===== src/rtl/bbn_pkg.sv =====
// Shared types and constants of the bounding box normalizer.
package bbn_pkg;

    localparam int COORD_W    = 32;
    localparam int TARGET_W   = 8;
    localparam int SCALE_W    = 31;
    localparam int EXT_W      = 32;
    localparam int DIVIDEND_W = TARGET_W + EXT_W;
    localparam int DIV_CNT_W  = 6;
    localparam int MAG_W      = COORD_W + 2;
    localparam int DIFF_W     = COORD_W + 3;
    localparam int PA_W       = MAG_W + SCALE_W - 16;
    localparam int PB_W       = MAG_W + 16;
    localparam int SUM_W      = PB_W;

    localparam logic [DIV_CNT_W-1:0] DIV_STEPS    = DIV_CNT_W'(DIVIDEND_W);
    localparam logic [TARGET_W-1:0]  TARGET_RESET = 8'd10;
    localparam logic [COORD_W-1:0]   COORD_MAX    = 32'h7FFF_FFFF;
    localparam logic [COORD_W-1:0]   COORD_MIN    = 32'h8000_0000;
    localparam logic [SCALE_W-1:0]   SCALE_MAX    = 31'h7FFF_FFFF;

    typedef enum logic [1:0] {
        MODE_BOUND = 2'd0,
        MODE_NORM  = 2'd1,
        MODE_CLEAR = 2'd2,
        MODE_NOP   = 2'd3
    } mode_t;

    typedef enum logic [3:0] {
        ST_IDLE,
        ST_BOUND,
        ST_EXTENT,
        ST_DIV_LOAD,
        ST_DIV,
        ST_SCALE,
        ST_DIFF,
        ST_MUL,
        ST_SUM,
        ST_OUT
    } state_t;

    typedef struct packed {
        logic latch_item;
        logic bound;
        logic clear;
        logic extent;
        logic div_load;
        logic div_step;
        logic scale_set;
        logic diff;
        logic mul;
        logic sum;
        logic load_out;
    } cmd_t;

    typedef struct packed {
        logic scale_ready;
        logic degen_now;
        logic div_last;
    } status_t;

endpackage


===== src/rtl/bbn_ctrl.sv =====
// Controller: item sequencing and the result valid flag.
module bbn_ctrl
    import bbn_pkg::*;
(
    input  logic       clk,
    input  logic       rst_n,
    input  logic       in_valid,
    input  logic [1:0] mode,
    output logic       in_stall,
    output logic       out_valid,
    input  logic       out_stall,
    input  status_t    status,
    output cmd_t       cmd
);

    state_t state_reg, state_next;
    logic   out_valid_reg, out_valid_next;
    logic   accept;
    mode_t  item_mode;

    assign item_mode = mode_t'(mode);
    assign accept    = (state_reg == ST_IDLE) && in_valid;

    always_ff @(posedge clk or negedge rst_n)
    begin
        if (!rst_n)
        begin
            state_reg     <= ST_IDLE;
            out_valid_reg <= 1'b0;
        end
        else
        begin
            state_reg     <= state_next;
            out_valid_reg <= out_valid_next;
        end
    end

    always_comb
    begin
        state_next     = state_reg;
        cmd            = '0;
        out_valid_next = out_valid_reg && out_stall;
        case (state_reg)
            ST_IDLE:
            begin
                if (accept)
                begin
                    cmd.latch_item = 1'b1;
                    case (item_mode)
                        MODE_BOUND: state_next = ST_BOUND;
                        MODE_NORM:  state_next = status.scale_ready ? ST_DIFF : ST_EXTENT;
                        MODE_CLEAR: cmd.clear  = 1'b1;
                        default:    state_next = ST_IDLE;
                    endcase
                end
            end
            ST_BOUND:
            begin
                cmd.bound  = 1'b1;
                state_next = ST_IDLE;
            end
            ST_EXTENT:
            begin
                cmd.extent = 1'b1;
                state_next = ST_DIV_LOAD;
            end
            ST_DIV_LOAD:
            begin
                cmd.div_load = 1'b1;
                state_next   = status.degen_now ? ST_DIFF : ST_DIV;
            end
            ST_DIV:
            begin
                cmd.div_step = 1'b1;
                if (status.div_last)
                begin
                    state_next = ST_SCALE;
                end
            end
            ST_SCALE:
            begin
                cmd.scale_set = 1'b1;
                state_next    = ST_DIFF;
            end
            ST_DIFF:
            begin
                cmd.diff   = 1'b1;
                state_next = ST_MUL;
            end
            ST_MUL:
            begin
                cmd.mul    = 1'b1;
                state_next = ST_SUM;
            end
            ST_SUM:
            begin
                cmd.sum    = 1'b1;
                state_next = ST_OUT;
            end
            ST_OUT:
            begin
                // hold until the output register is free or being emptied
                if (!out_valid_reg || !out_stall)
                begin
                    cmd.load_out   = 1'b1;
                    out_valid_next = 1'b1;
                    state_next     = ST_IDLE;
                end
            end
            default:
            begin
                state_next = ST_IDLE;
            end
        endcase
    end

    assign in_stall  = (state_reg != ST_IDLE);
    assign out_valid = out_valid_reg;

endmodule


===== config.mk =====
export PLATFORM = sky130hd
export DESIGN_NAME = bbn_ctrl
export DESIGN_NICKNAME = d
export VERILOG_FILES = /design/src/rtl/bbn_pkg.sv /design/src/rtl/bbn_ctrl.sv
export SDC_FILE = /design/constraint.sdc
export NUM_CORES = 1
export LEC_CHECK = 0
export ABC_CLOCK_PERIOD_IN_PS = 1400
export BUFFER_PORTS_ARGS = -buffer_cell sky130_fd_sc_hd__buf_2
export CAP_MARGIN = 40
export CORE_AREA = 2 2 39 41
export CTS_BUF_LIST = sky130_fd_sc_hd__clkbuf_8
export CTS_CLUSTER_DIAMETER = 60
export DETAILED_ROUTE_END_ITERATION = 8
export DIE_AREA = 0 0 41 43
export PLACE_DENSITY = 0.64
export SLEW_MARGIN = 5
export SYNTH_ARGS = -nofsm -noshare
export SYNTH_HDL_FRONTEND = slang
export SYNTH_SLANG_ARGS = --single-unit

===== constraint.sdc =====
create_clock -name clk -period 1.4 [get_ports clk]
set_input_delay 0 -clock clk [delete_from_list [all_inputs] [get_ports clk]]
set_output_delay 0 -clock clk [all_outputs]
set_load 0.05 [all_outputs]

==> results of run 1 <==
## worst min path at each step
stage                   start             endpoint  slack (ns)  cells after the start
floorplan               rst_n  out_valid$_DFF_PN0_       -0.30                      0
global placement        rst_n  out_valid$_DFF_PN0_       -0.18                      1
detailed placement      rst_n  out_valid$_DFF_PN0_       -0.18                      1
CTS                 out_stall  out_valid$_DFF_PN0_        0.04                      3
global route        out_stall  out_valid$_DFF_PN0_        0.09                      3
finish              out_stall  out_valid$_DFF_PN0_        0.06                      3
## per-layer routing
metal / vias to the layer above / track usage [%] / share of wire (%)
li1: 263 / - / -
met1: 247 / 19.9 / 41
met2: 16 / 29.4 / 52
met3: 6 / 1.57 / 3.2
met4: 0 / 16.0 / 3.5
met5: - / 0 / 0
## cells in the mapped netlist (all sizes together)
library cell  number  area [um2]
buf                4        35.0
o31ai              1        7.51
nor2               7        26.3
o41ai              1        16.3
nor4               1        12.5
a21o               2        15.0
nand3b             1        7.51
or3                1        6.26
nand4b             1        15.0
nand2              7        26.3
or4                1        7.51
a21oi              3        18.8
a31oi              1        6.26
dfrtp              5         125
nor4b              1        8.76
o221a              1        11.3
o21a               1        7.51
o21ai              2        10.0
inv                4        15.0
nand4bb            1        11.3
nor3               4        20.0
nor2b              2        12.5
nand2b             3        18.8
## kinds of logic after synthesis
logic type,after synthesis,share of synthesized area (%)
DFF,5,28.4
buffers and inverters,8,11.4
AOI/OAI and AO/OA,12,21.0
and+or+nand+nor,30,39.2
## where the power goes
group,internal [W],switching [W],total [W],leakage [nW]
combinational,0.000536,0.000768,0.00130,0.301
sequential,0.000199,0.0000875,0.000287,0.0604
clock,0.000189,0.0000799,0.000269,0.0269
total,0.000924,0.000936,0.00186,0.389
## what timing repair did
action,CTS,global route
hold endpoints to repair,5,0
setup buffers,4,0
hold buffers,1,0
pin swaps,3,2
resized for setup,15,17
setup endpoints to repair,9,15
## cells in the final DEF, fill, tap and decap left out
cell	n
o21ai_0	2
buf_2	9
dlygate4sd3_1	1
a21oi_1	1
o221a_2	1
or4_4	1
nor2_4	1
a31oi_1	1
o41ai_2	1
nand2b_1	3
nor3_2	4
or3_1	1
inv_2	1
o21a_1	1
nand4bb_1	1
nor4b_4	1
buf_6	7
nor2b_1	2
inv_1	4
nor2_2	1
buf_4	15
nor2_1	5
nor4_4	1
nand2_1	7
nand4b_4	1
a21oi_2	2
clkbuf_4	2
a21o_1	2
o31ai_2	1
dfrtp_1	1
clkbuf_8	3
dfrtp_2	4
nand3b_1	1
## critical path, delay by kind of cell (launching register included)
kind            cells  cell delay, ns
buf+inv             2            0.19
simple gates        2            0.41
compound gates      2            0.24
flops               1            0.44
## stage by stage
| step | instances | hold WS, ns |
|---|---|---|
| finish | 105 | 0.0554 |
| detailed placement | 96 | -0.183 |
| CTS | 105 | 0.0390 |
| global route | 105 | 0.0906 |
| floorplan | 55 | -0.296 |
| global placement | 96 | -0.181 |
## final cells by class
cell class,count,area share (%)
well taps,16,2.47
repair buffers,34,32.2
clock inverters,1,0.462
clock buffers,3,5.08
inverters,4,1.85
flip-flops and latches,5,16.0
multi-input cells,42,41.9
==> insert_results.sql, run 1 <==
INSERT INTO impl_metrics (metric_group, metric, value, unit) VALUES
('outcome', 'outcome', 'complete, but fails checks', ''),
('outcome', 'failed_checks', 'setup timing', ''),
('cts', 'number_of_buffers_added_by_the_clock_tree_synthesis_step', '3', ''),
('cts', 'cts.root.buffer_cell', 'clkbuf_8', ''),
('timing', 'hold_viol_final', '0', ''),
('global_route', 'grt_first_pass_wirelength', '2.14', 'mm'),
('critical_path', 'reg2reg_from', 'state_reg[3]$_DFFE_PN0P_', ''),
('timing', 'layout_worst_path_cycle_share', '101', '%'),
('timing', 'slew-limit-headroom', '83.8', '%'),
('yosys', 'post_synth_num_cell_types', '26', ''),
('placed_design', 'gp_congestion', '0.777', ''),
('floorplan', 'fp.coreArea', '1380', 'um2'),
('timing', 'finalCriticalPeriod', '1.41', 'ns'),
('timing', 'final-max-slew-violation-count', '0', ''),
('timing', 'setup_viol', '2', ''),
('routing', 'dr_total_vias', '532', ''),
('routing', 'drtAntennaViolNets', '0', ''),
('global_route', 'pin_count_of_the_biggest_net_entering_global_routing', '10', ''),
('min_path', 'worst_hold_path_type', 'in2reg', ''),
('cells_and_area', 'final_cell_area', '812', 'um2'),
('routing', 'routedWlPerCell', '12.9', 'um'),
('global_route', 'first_global_vias', '515', ''),
('routing', 'detail_route.first_pass.iterations', '4', ''),
('timing', 'grt_setup_unrepaired', 'true', ''),
('cts', 'cts_tree', 'yes', ''),
('routing', 'detail_route.drc_violations', '0', ''),
('floorplan', 'rows', '14', ''),
('yosys', 'avgSynthCellArea', '8.01', 'um2'),
('yosys', 'syn_area', '440', 'um2'),
('critical_path', 'endpoint_kind', 'flip-flop', ''),
('critical_path', 'required', '1.50', 'ns'),
('yosys', 'synth_cells', '55', ''),
('cts', 'clock_insertion_delay_worst_skew', '0.23', 'ns'),
('placed_design', 'port_buffer_count', '21', ''),
('critical_path', 'critical_path_cell_sequence', 'nor4_4 -> buf_4 -> inv_2 -> a21o_1 -> nand4b_4 -> o41ai_2', ''),
('cts', 'max_buffers_root_to_sink', '2', ''),
('timing', 'final.setup.worst_slack', '-0.0128', 'ns'),
('cts', 'cts-htree-levels', '1', ''),
('critical_path', 'worstSetupPathType', 'reg2reg', ''),
('cells_and_area', 'layout.nets', '99', ''),
('placed_design', 'pre_cts_slack', '-0.0256', 'ns'),
('critical_path', 'worstSetupEndpoint', 'state_reg[0]$_DFFE_PN0P_', ''),
('critical_path', 'cp_slowest_cell', 'dfrtp_2', ''),
('routing', 'post_drt_via_cell_ratio', '5.07', ''),
('cells_and_area', 'finalCoreUtilization', '58.7', '%'),
('placed_design', 'cell_area_after_placement', '632', 'um2'),
('timing', 'setup_skew_after_layout', '0.00495', 'ns'),
('floorplan', 'floorplan.die.height', '43', 'um'),
('routing', 'drt_iter0_drc', '10', ''),
('cells_and_area', 'largest_register_ffs', '4', ''),
('cts', 'cts.sink_count', '5', ''),
('global_route', 'groute.usage.overall', '18.3', '%'),
('placed_design', 'dp_hpwl', '970', 'um'),
('critical_path', 'critical_path.max_fanout', '5', ''),
('cts', 'clk_pin_slew_worst_paths', '0.04', 'ns'),
('timing', 'tightest_slew', '0.241', 'ns'),
('cells_and_area', 'filler_instances', '132', ''),
('pwr', 'total_power', '0.00186', 'W'),
('floorplan', 'initial_core_util', '31.8', '%'),
('job', 'timing.max_cap.violations', '0', ''),
('critical_path', 'worstSetupStartpoint', 'state_reg[3]$_DFFE_PN0P_', ''),
('pwr', 'power.density_cell_area', '2290', 'nW/um2'),
('critical_path', 'timing.critical_path.slowest_cell_delay', '0.44', 'ns'),
('cells_and_area', 'inserted_diodes', '0', ''),
('timing', 'fmax', '0.708', 'GHz'),
('critical_path', 'rr_endpoint', 'state_reg[0]$_DFFE_PN0P_', ''),
('pwr', 'power.ir.vdd_worst', '0.000913', 'V'),
('critical_path', 'startpoint_type', 'flip-flop', ''),
('critical_path', 'rrSetupSlack', '-0.01', 'ns'),
('cells_and_area', 'layout-drive-gt1-share', '62.9', '%'),
('yosys', 'ys_warns', '0', '');
Note: power is estimated with default switching activity, not from simulation.
==> inputs of run 2 (changes only) <==
- PLACE_DENSITY: 0.64 -> not set
==> insert_results.sql, run 2 (same netlist as run 1, synthesis figures left out) <==
INSERT INTO impl_metrics (metric_group, metric, value, unit) VALUES
('cells_and_area', 'layout.nets', '107', ''),
('pwr', 'power_report.internal_total', '0.00111', 'W'),
('placed_design', 'numPlacedInstances', '99', ''),
('critical_path', 'endpoint_kind', 'flip-flop', ''),
('critical_path', 'cp_slowest_cell', 'dfrtp_2', ''),
('cts', 'cts-htree-levels', '1', ''),
('critical_path', 'critical_path_cell_sequence', 'nor4_4 -> buf_4 -> inv_2 -> a21o_1 -> nand4b_4 -> o41ai_2', ''),
('critical_path', 'required', '1.50', 'ns'),
('pwr', 'switching_power', '0.00105', 'W'),
('cells_and_area', 'inserted_diodes', '0', ''),
('cts', 'clk_pin_slew_worst_paths', '0.04', 'ns'),
('global_route', 'grt_overflow_total', '0', ''),
('global_route', 'pin_count_of_the_biggest_net_entering_global_routing', '9', ''),
('routing', 'routedWlPerCell', '14.0', 'um'),
('pwr', 'p_sw_share', '48.6', '%'),
('routing', 'detail_route.first_pass.iterations', '4', ''),
('outcome', 'failed_checks', 'setup timing', ''),
('cts', 'max_buffers_root_to_sink', '2', ''),
('cts', 'cts.root.buffer_cell', 'clkbuf_8', ''),
('critical_path', 'critical_path.max_fanout', '6', ''),
('floorplan', 'rows', '14', ''),
('cells_and_area', 'fin_cells', '113', ''),
('placed_design', 'gp_congestion', '0.742', ''),
('global_route', 'groute.usage.overall', '19.6', '%'),
('timing', 'hold_viol_final', '0', ''),
('critical_path', 'critical-path-top-delay-family', 'flip-flops', ''),
('timing', 'final.setup.worst_slack', '-0.0614', 'ns'),
('routing', 'detail_route.drc_violations', '0', ''),
('cells_and_area', 'areaGrowthSynthToFinish', '112', '%'),
('placed_design', 'port_buffer_count', '21', ''),
('routing', 'drt_iter0_drc', '8', ''),
('floorplan', 'fp.coreArea', '1380', 'um2'),
('critical_path', 'startpoint_type', 'flip-flop', ''),
('global_route', 'antenna_found_initial', '0', ''),
('cts', 'cts_tree', 'yes', ''),
('floorplan', 'die_width', '41', 'um'),
('outcome', 'outcome', 'complete, but fails checks', ''),
('timing', 'slew-limit-headroom', '83.5', '%'),
('timing', 'layout_worst_path_cycle_share', '104', '%'),
('placed_design', 'dp_hpwl', '952', 'um'),
('global_route', 'grt_first_pass_wirelength', '2.32', 'mm'),
('pwr', 'share_seq_of_total_power', '13.7', '%'),
('cells_and_area', 'layout.cells.most_common', 'buf_4', ''),
('floorplan', 'die-area', '1760', 'um2'),
('floorplan', 'design.portCount', '22', ''),
('min_path', 'worst_hold_path_type', 'in2reg', ''),
('critical_path', 'worstSetupPathType', 'reg2reg', ''),
('critical_path', 'worstPathBufferInverterCount', '2', ''),
('timing', 'final-max-slew-violation-count', '0', ''),
('timing', 'setup_skew_after_layout', '0.00392', 'ns'),
('routing', 'routed_wl', '1.58', 'mm'),
('routing', 'drtAntennaViolNets', '0', ''),
('cts', 'clock_insertion_delay_worst_skew', '0.22', 'ns'),
('floorplan', 'initial_core_util', '31.8', '%'),
('timing', 'tightest_slew', '0.246', 'ns'),
('timing', 'finalCriticalPeriod', '1.46', 'ns'),
('floorplan', 'floorplan.die.height', '43', 'um'),
('cts', 'number_of_buffers_added_by_the_clock_tree_synthesis_step', '3', ''),
('cells_and_area', 'largest_register_ffs', '4', ''),
('critical_path', 'critPathArrivalTime', '1.56', 'ns'),
('cells_and_area', 'final_cell_mix', '19 x buf_4, 13 x buf_6, 9 x buf_2', ''),
('global_route', 'first_global_vias', '559', ''),
('placed_design', 'pre_cts_slack', '-0.0207', 'ns'),
('pwr', 'share_comb_of_total_power', '74.2', '%'),
('timing', 'fmax', '0.684', 'GHz'),
('pwr', 'power.share.clock', '12.1', '%'),
('routing', 'dr_total_vias', '576', ''),
('cells_and_area', 'layout-drive-gt1-share', '71.1', '%'),
('pwr', 'power.ir.vdd_worst', '0.00119', 'V'),
('cts', 'cts.sink_count', '5', ''),
('pwr', 'power.density_cell_area', '2330', 'nW/um2'),
('critical_path', 'timing.critical_path.slowest_cell_delay', '0.45', 'ns'),
('timing', 'grt_setup_unrepaired', 'true', ''),
('routing', 'post_drt_via_cell_ratio', '5.10', ''),
('timing', 'setup_viol', '7', ''),
('job', 'timing.max_cap.violations', '0', ''),
('pwr', 'total_leakage_power', '0.436', 'nW');
run 2: cell types whose count changed in the layout (fill, tap and decap cells not counted), sizes merged:
cell	change
buf	+10
clkbuf	-2
run 2: timing repair:
action | 4_1_cts | 5_1_grt
hold buffers | 1 | 0
pin swaps | 3 | 3
resized for setup | 21 | 28
endpoints found under the hold margin | 5 | 0
buffers inserted | 5 | 4
endpoints found under the setup margin | 10 | 16
run 2: metal layers:
| layer | vias up | share of wire, % | global-route usage [%] |
|---|---|---|---|
| met5 | - | 0 | 0 |
| met4 | 0 | 0 | 2.00 |
| met3 | 0 | 5.1 | 7.85 |
| met2 | 18 | 56 | 32.8 |
| met1 | 278 | 38 | 23.4 |
| li1 | 280 | - | - |
run 2: layout make-up:
cell class / instances / area [um2]
fill: 98 / 452
multi-input combinational: 42 / 375
timing repair buffer: 42 / 344
sequential: 5 / 130
clock buffer: 3 / 41.3
tap: 16 / 20.0
inverter: 4 / 17.5
clock inverter: 1 / 3.75
run 2: final timing paths:
path	endpoint	startpoint	cells past startpoint	slack [ns]
max in group asynchronous	state_reg[3]$_DFFE_PN0P_	rst_n	2	1.10
worst min register to register	out_valid$_DFF_PN0_	out_valid$_DFF_PN0_	2	0.55
worst min-delay path	out_valid$_DFF_PN0_	out_stall	3	0.04
min in group asynchronous	state_reg[2]$_DFFE_PN0P_	rst_n	2	0.15
worst max-delay path	state_reg[0]$_DFFE_PN0P_	state_reg[2]$_DFFE_PN0P_	6	-0.06
worst max register to register	state_reg[0]$_DFFE_PN0P_	state_reg[2]$_DFFE_PN0P_	6	-0.06
run 2: worst min-delay path, cell delays in order:
cell and delay, ns:
buf_2 0.09, nand2_1 0.07, nand2_1 0.06
run 2: power groups by stage:
stage	logic [W]	clock network [W]	registers [W]
5_1_grt	0.00170	0.000284	0.000303
4_1_cts	0.00133	0.000271	0.000286
3_5_place_dp	0.00109	0	0.000271
2_1_floorplan	0.000864	0	0.000233
3_3_place_gp	0.00108	0	0.000274
6_report	0.00161	0.000261	0.000298
run 2: through the flow:
stage               power [W]  TNS (ns)  hold WS, ns  area (um2)  util [%]
floorplan             0.00110    -0.783       -0.296         482         -
global placement      0.00136   -0.0196       -0.181         654      47.3
detailed placement    0.00136   -0.0402       -0.177         654      47.3
CTS                   0.00189   -0.0332       0.0194         817      59.0
global route          0.00228    -0.866       0.0709         932      67.4
finish                0.00217    -0.286       0.0400         932      67.4
==> inputs of run 3 (changes only) <==
- CAP_MARGIN: 40 -> 20
- CORE_AREA: 2 2 39 41 -> not set
- CORE_UTILIZATION: not set -> 31
- CTS_CLUSTER_SIZE: not set -> 30
- DIE_AREA: 0 0 41 43 -> not set
==> insert_results.sql, run 3 (same netlist as run 1, synthesis figures left out) <==
INSERT INTO impl_metrics (metric_group, metric, value, unit) VALUES
('outcome', 'outcome', 'complete, but fails checks', ''),
('outcome', 'failed_checks', 'setup timing', ''),
('min_path', 'hp-start', 'out_stall', ''),
('pwr', 'power.share.clock', '12.6', '%'),
('timing', 'hold_viol_final', '0', ''),
('critical_path', 'critPathArrivalTime', '1.57', 'ns'),
('pwr', 'power_report.internal_total', '0.00109', 'W'),
('timing', 'setup_tns', '-0.113', 'ns'),
('cts', 'clk_pin_slew_worst_paths', '0.04', 'ns'),
('pwr', 'total_leakage_power', '0.432', 'nW'),
('cells_and_area', 'areaGrowthSynthToFinish', '102', '%'),
('pwr', 'switching_power', '0.00102', 'W'),
('cts', 'cts.root.buffer_cell', 'clkbuf_8', ''),
('routing', 'detail_route.first_pass.iterations', '4', ''),
('routing', 'routed_wl', '1.49', 'mm'),
('timing', 'final-max-slew-violation-count', '0', ''),
('placed_design', 'gp_congestion', '0.768', ''),
('timing', 'final.setup.worst_slack', '-0.0637', 'ns'),
('job', 'timing.max_cap.violations', '0', ''),
('floorplan', 'design.portCount', '22', ''),
('cells_and_area', 'final_cell_mix', '24 x buf_4, 9 x buf_2, 6 x buf_6', ''),
('timing', 'finalCriticalPeriod', '1.46', 'ns'),
('critical_path', 'critical-path-top-delay-family', 'simple AND/OR/NAND/NOR gates', ''),
('cells_and_area', 'layout-drive-gt1-share', '68.8', '%'),
('timing', 'setup_viol', '4', ''),
('timing', 'slew-limit-headroom', '80.8', '%'),
('global_route', 'pin_count_of_the_biggest_net_entering_global_routing', '9', ''),
('pwr', 'power.ir.vdd_worst', '0.00126', 'V'),
('cells_and_area', 'final_cell_area', '891', 'um2'),
('floorplan', 'floorplan.die.height', '39.7', 'um'),
('placed_design', 'port_buffer_count', '21', ''),
('critical_path', 'reg2reg_from', 'state_reg[3]$_DFFE_PN0P_', ''),
('global_route', 'groute.usage.overall', '20.7', '%'),
('critical_path', 'timing.critical_path.slowest_cell_delay', '0.48', 'ns'),
('cts', 'max_buffers_root_to_sink', '2', ''),
('routing', 'routedWlPerCell', '13.4', 'um'),
('critical_path', 'required', '1.50', 'ns'),
('routing', 'post_drt_via_cell_ratio', '5.04', ''),
('timing', 'setup_skew_after_layout', '0.00356', 'ns'),
('floorplan', 'rows', '13', ''),
('floorplan', 'die_width', '39.7', 'um'),
('routing', 'drt_iter0_drc', '11', ''),
('floorplan', 'initial_core_util', '33.4', '%'),
('global_route', 'antenna_found_initial', '0', ''),
('cells_and_area', 'layout.cells.most_common', 'buf_4', ''),
('routing', 'drtAntennaViolNets', '0', ''),
('critical_path', 'rr_endpoint', 'state_reg[0]$_DFFE_PN0P_', ''),
('cells_and_area', 'inserted_diodes', '0', ''),
('min_path', 'hold_path_end', 'out_valid$_DFF_PN0_', ''),
('min_path', 'worst_hold_path_type', 'in2reg', ''),
('min_path', 'number_of_cells_traversed_by_the_worst_hold_path', '3', ''),
('floorplan', 'die-area', '1580', 'um2'),
('placed_design', 'cell_area_after_placement', '653', 'um2'),
('timing', 'tightest_slew', '0.284', 'ns'),
('pwr', 'share_comb_of_total_power', '73.7', '%'),
('timing', 'grt_setup_unrepaired', 'true', ''),
('pwr', 'power.density_cell_area', '2370', 'nW/um2'),
('floorplan', 'fp.coreArea', '1320', 'um2'),
('critical_path', 'timing.reg2reg.worst_path_depth', '4', ''),
('placed_design', 'dp_hpwl', '950', 'um'),
('critical_path', 'cp_slowest_cell', 'or4_1', ''),
('critical_path', 'startpoint_type', 'flip-flop', ''),
('pwr', 'share_seq_of_total_power', '13.6', '%'),
('cells_and_area', 'largest_register_ffs', '4', ''),
('placed_design', 'pre_cts_slack', '-0.0380', 'ns'),
('critical_path', 'critical_path_cell_sequence', 'nand2b_1 -> or4_1 -> nand4b_4 -> o41ai_2', ''),
('cts', 'cts.sink_count', '5', ''),
('cts', 'cts-htree-levels', '1', ''),
('critical_path', 'endpoint_kind', 'flip-flop', ''),
('global_route', 'grt_first_pass_wirelength', '2.09', 'mm'),
('cts', 'number_of_buffers_added_by_the_clock_tree_synthesis_step', '3', ''),
('routing', 'dr_total_vias', '559', ''),
('global_route', 'grt_overflow_total', '0', ''),
('critical_path', 'rrSetupSlack', '-0.06', 'ns'),
('global_route', 'first_global_vias', '486', ''),
('cells_and_area', 'layout.nets', '106', ''),
('cts', 'cts_tree', 'yes', ''),
('critical_path', 'worstSetupPathType', 'reg2reg', ''),
('timing', 'layout_worst_path_cycle_share', '105', '%'),
('cts', 'clock_insertion_delay_worst_skew', '0.23', 'ns'),
('critical_path', 'critical_path.max_fanout', '6', ''),
('timing', 'fmax', '0.683', 'GHz'),
('pwr', 'p_sw_share', '48.3', '%'),
('critical_path', 'worstPathBufferInverterCount', '0', ''),
('routing', 'detail_route.drc_violations', '0', '');
-- run 3: changes by cell type in the layout (fill, tap and decap cells not counted), sizes merged --
cell / previous run / this run
buf: 41 / 40
-- run 3: power groups by stage --
| stage | sequential, W | combinational, W | clock [W] |
|---|---|---|---|
| 6_report | 0.000288 | 0.00156 | 0.000267 |
| 5_1_grt | 0.000294 | 0.00167 | 0.000292 |
| 4_1_cts | 0.000282 | 0.00124 | 0.000264 |
| 3_5_place_dp | 0.000265 | 0.00109 | 0 |
| 3_3_place_gp | 0.000265 | 0.00109 | 0 |
| 2_1_floorplan | 0.000233 | 0.000864 | 0 |
-- run 3: metrics by stage --
step,power [W],utilization (%),cells,hold slack (ns)
global route,0.00226,67.6,111,0.0667
detailed placement,0.00136,49.6,98,-0.181
CTS,0.00179,58.4,106,0.0356
floorplan,0.00110,-,55,-0.296
global placement,0.00135,49.6,98,-0.180
finish,0.00211,67.6,111,0.0356
-- run 3: metal layers --
layer | GRT usage (%) | wire, um | up-vias
met5 | 0 | 0 | -
met4 | 10.3 | 64 | 0
met3 | 5.11 | 57 | 7
met2 | 33.2 | 746 | 24
met1 | 25.2 | 621 | 251
li1 | - | - | 277
-- run 3: worst max path at each step --
stage / slack (ns) / end / startpoint / cells after the start
final: -0.06 / state_reg[0]$_DFFE_PN0P_ / state_reg[3]$_DFFE_PN0P_ / 4
after floorplan: -0.23 / cmd[5] / state_reg[1]$_DFFE_PN0P_ / 2
after global routing: -0.14 / state_reg[0]$_DFFE_PN0P_ / state_reg[1]$_DFFE_PN0P_ / 4
after CTS: -0.02 / state_reg[0]$_DFFE_PN0P_ / state_reg[2]$_DFFE_PN0P_ / 6
after global placement: -0.03 / state_reg[2]$_DFFE_PN0P_ / state_reg[1]$_DFFE_PN0P_ / 5
after detailed placement: -0.04 / state_reg[0]$_DFFE_PN0P_ / state_reg[1]$_DFFE_PN0P_ / 5
-- run 3: worst min-delay path, cell delays in order --
cell,delay [ns]
buf_2,0.10
nand2_1,0.07
nand2_1,0.06
-- run 3: area by class of cell --
class | instances | area [um2]
sequential | 5 | 130
clock buffer | 3 | 41.3
multi-input combinational | 42 | 357
clock inverter | 1 | 3.75
timing repair buffer | 41 | 323
tap | 15 | 18.8
fill | 99 | 427
inverter | 4 | 17.5
-- run 3: repair_timing --
item                                    CTS  global route
endpoints found under the setup margin   11            15
gates resized for setup                  13            25
pin swaps                                 1             4
hold endpoints to repair                  5             0
hold buffers                              1             0
buffers inserted                          3             5
